==> src/sv/bflt_ram.sv <==
// Generic simple dual-port RAM with registered read data.
module bflt_ram #(
    parameter int WIDTH = 16,
    parameter int DEPTH = 64
) (
    input  logic                     i_clk,
    input  logic                     i_we,
    input  logic [$clog2(DEPTH)-1:0] i_waddr,
    input  logic [WIDTH-1:0]         i_wdata,
    input  logic [$clog2(DEPTH)-1:0] i_raddr,
    output logic [WIDTH-1:0]         o_rdata
);

    logic [WIDTH-1:0] r_mem [DEPTH];

    // Write port and registered read port
    always_ff @(posedge i_clk) begin
        if (i_we) begin
            r_mem[i_waddr] <= i_wdata;
        end
        o_rdata <= r_mem[i_raddr];
    end

endmodule

==> config.mk <==
export PLATFORM = sky130hd
export DESIGN_NAME = bflt_ram
export DESIGN_NICKNAME = d
export VERILOG_FILES = /design/src/sv/bflt_ram.sv
export SDC_FILE = /design/constraint.sdc
export NUM_CORES = 1
export LEC_CHECK = 0
export ABC_AREA = 0
export BUFFER_PORTS_ARGS = -buffer_cell sky130_fd_sc_hd__buf_4
export CAP_MARGIN = 20
export CORE_UTILIZATION = 34
export DETAILED_ROUTE_END_ITERATION = 10
export PLACE_DENSITY = 0.5
export SYNTH_ARGS = -nofsm -noshare
export SYNTH_HDL_FRONTEND = slang
export SYNTH_SLANG_ARGS = --single-unit
export TNS_END_PERCENT = 5
==> constraint.sdc <==
create_clock -name i_clk -period 2.5 [get_ports i_clk]
set_clock_uncertainty 0.15 [all_clocks]
set_input_delay 0 -clock i_clk [delete_from_list [all_inputs] [get_ports i_clk]]
set_output_delay 0 -clock i_clk [all_outputs]
set_load 0.005 [all_outputs]
==> key figures <==
Placement
  – Detail Placement HPWL: 63,200 microns
  – Number of port buffers: 45
  – # placed instances: 3,485
  – Weighted congestion at the end of routability-driven global placement: about 0.8
  – Worst setup slack after placement: -0.241 ns

Route
  – Drt wl/cell: 28.1 microns
  – DRT Wirelength: about 100,000 microns
  – DR iter-0 viols: 1,948
  – Total number of vias: 19,600
  – Residual DRC count: 0
  – Count of antenna-violating nets left after detailed routing: 0
  – Number of optimization iterations in the first detailed-route pass: 5
  – Routed via count divided by cell count: 5.26

Clock network
  – Post-CTS Resized: 0
  – Clock insertion delay at the later pin of the skew report: ~0.7 ns
  – CTS Root Buffer Type: clkbuf_16
  – Clock-pin slew of the registers on the worst-case setup and hold paths: about 0.06 ns
  – CTS HTree Levels: 3
  – Clock sink count: ~1,000
  – TritonCTS clock tree: built
  – Max Buffers Root-to-Sink: 3
  – Total clock buffers created by CTS: roughly 110

Min path
  – End point of the worst hold path: o_rdata[13]
  – Hold WC Path Type: in2reg
  – Hold Path Stages: 5
  – Critical hold path startpoint: i_raddr[3]

STA
  – Max Clock Freq: 0.409 GHz
  – Final-layout setup total negative slack: 0 ns
  – Max-slew violations: 0
  – Final-report hold violation count: 0
  – RSZ-0062 raised after global routing: false
  – Ratio of final minimum period to clock period: 0.977
  – Final setup viols: 0
  – Worst Hold Slack: 0.0411 ns
  – Max_slew headroom: 0.382
  – Transition time of the tightest slew-check pin: 0.927 ns
  – Final setup margin: between 0.05 and 0.06 ns
  – Post-layout min period: between 2 and 2.5 ns

Floorplan
  – DIE HEIGHT: 345 microns
  – # IOs: 46
  – Floorplan core area: 117,000 sq um
  – Cell Rows: 125
  – Initial core utilization: 0.344
  – Die area: 119,000 sq um
  – Die W: 345 microns

Pwr
  – Internal power summed over all cells: between 20 and 30 mW
  – Sequential cell fraction of total power: 0.524
  – Worst ir drop on vdd: 547 uV
  – Net switching share of the total power: 0.212
  – Relative contribution of the clock network to total power: 0.422
  – Pwr per Cell Area: 788 nW/um^2
  – Leakage power summed over all cells: between 15 and 20 nW
  – Switching power total: 7.85 mW
  – Combinational fraction of design power: 0.054

Status
  – Status: finished, final reports clean

Critical path
  – Critical path launch point type: flip-flop
  – CP Data Required Time: about 2.9 ns
  – Kind of capture point of the worst setup path: flip-flop
  – Data arrival time of the critical path: 2.84 ns
  – Worst Setup Path Type: reg2reg
  – Cells on worst reg2reg path: 7
  – Startpoint of the most critical register-to-register path: r_mem[21][3]
  – Crit Path Max Fanout: 1
  – Capture point of the worst reg-to-reg path: o_rdata[3]
  – Flop-to-flop setup slack: 0.06 ns

Logic synthesis
  – Cell area after technology mapping: approximately 40,000 sq um
  – Seq/Total Area, Yosys: 0.776
  – Number of flip-flops and latches in the synthesized netlist: 1,040
  – Cells after Synth: 1,829
  – EDFF count, synth: 1,024
  – Total number of yosys warnings: 0
  – Ys async rst share: 0
  – Mapped Nets: 1,859
  – Top flip-flop cell by instance count after synthesis: edfxtp_1
  – Post-synthesis cell type count: 43
  – Average footprint of a synthesized cell: 21.9 sq um

Global routing
  – Gr usage total: 0.175
  – Largest net degree at the start of global routing: 65
  – Residual overflow from global routing: 0
  – Wire length of the first global-routing pass: ~150,000 microns
  – Vias in the first global route: 19,800
  – Antenna violations before repair: 8

Finish
  – Count of non-filler cells in the finished layout: 3,718
  – Utilization after layout: 0.403
  – Share of post-route cells with drive strength above 1: 0.291
  – Final net count: 2,129
  – P&R area growth vs syn: 17.4%
  – Most common cell after layout, fill and taps aside: edfxtp_1
  – Highest-count cells in the layout ignoring fill and taps: edfxtp_1 (1,024), mux4_2 (220), buf_4 (213)

Job
  – Number of max-capacitance violations reported: 0
[worst max-delay path by stage]
stage                   endpoint         start  cells past startpoint
finish                o_rdata[3]  r_mem[21][3]                      7
floorplan           r_mem[48][0]    i_waddr[3]                      4
detailed placement    o_rdata[3]    i_raddr[0]                      8
CTS                   o_rdata[3]  r_mem[21][3]                      7
global route          o_rdata[3]  r_mem[18][3]                      7
global placement      o_rdata[3]    i_raddr[0]                      8
[cell usage after synthesis, types with 8 or more instances]
| cell | instances | area, sq um |
|---|---|---|
| a221oi_1 | 16 | 140 |
| nand2_1 | 59 | 221 |
| nor2b_1 | 30 | 188 |
| a22oi_1 | 39 | 293 |
| dfxtp_1 | 16 | 320 |
| buf_6 | 17 | 191 |
| a311oi_1 | 8 | 70.1 |
| mux2i_1 | 85 | 851 |
| nand4_1 | 12 | 75.1 |
| edfxtp_1 | 1024 | 30700 |
| a31oi_1 | 8 | 50.1 |
| buf_4 | 13 | 97.6 |
| mux4_2 | 220 | 4950 |
| nand3_1 | 24 | 120 |
| a211o_1 | 8 | 70.1 |
| clkbuf_1 | 24 | 90.1 |
| a21oi_1 | 17 | 85.1 |
| buf_2 | 36 | 180 |
| a211oi_1 | 8 | 60.1 |
| mux2_2 | 27 | 304 |
| nor2_1 | 72 | 270 |
[critical path, cell delays in order, from the launching register on]
cell and delay [ns]:
edfxtp_1 0.36, mux4_2 0.49, mux2i_1 0.18, buf_4 0.17, a22oi_1 0.11, a31oi_1 0.58, buf_4 0.23, a311oi_1 0.05
[sequential cells by signal (all words and copies together) (netlist names)]
| signal | flops |
|---|---|
| r_mem | 1024 |
| o_rdata | 16 |
[cell type report]
| type | instances | area (sq um) |
|---|---|---|
| diodes | 4 | 10.0 |
| clock buffers | 137 | 2890 |
| clock inverters | 63 | 542 |
| fillers | 10200 | 69500 |
| multi-input cells | 685 | 8250 |
| flip-flops and latches | 1040 | 31100 |
| well taps | 1524 | 1910 |
| repair buffers | 265 | 2330 |
[repair_timing]
item,4_1_cts,5_1_grt
hold buffers,29,0
setup buffers,0,0
hold endpoints to repair,1182,0
[through the flow]
stage          power (mW)  cell area (sq um)
2_1_floorplan        20.7              40000
3_3_place_gp         21.8              43300
3_5_place_dp         21.8              43300
4_1_cts              37.4              47000
5_1_grt              38.1              47000
6_report             37.0              47000
[cells by family (layout without fill, tap and decap cells)]
logic type,count (synthesis),count (layout),synth area share
flops,1040,1040,0.776
mux,336,336,0.155
buf+inv,104,465,0.0183
compound gates,129,129,0.0241
other cells,0,4,0
simple gates,220,220,0.0265
[layer usage]
layer / GRT usage / vias up / wire length [microns]
met3: 0.0288 / 131 / 6060
met2: 0.276 / 590 / 49300
met5: 0 / - / 13
met1: 0.255 / 10600 / 47200
li1: - / 8249 / -
met4: 0.0391 / 2 / 1940
[power by group through the flow]
stage / combinational, mW / clock (mW) / sequential (mW)
after floorplan: 0.999 / 0 / 19.7
after global placement: 2.00 / 0 / 19.8
after detailed placement: 2.02 / 0 / 19.8
after CTS: 2.06 / 16.0 / 19.4
after global routing: 2.14 / 16.6 / 19.4
final: 2.01 / 15.6 / 19.4
Note: power is estimated with default switching activity, not from simulation.
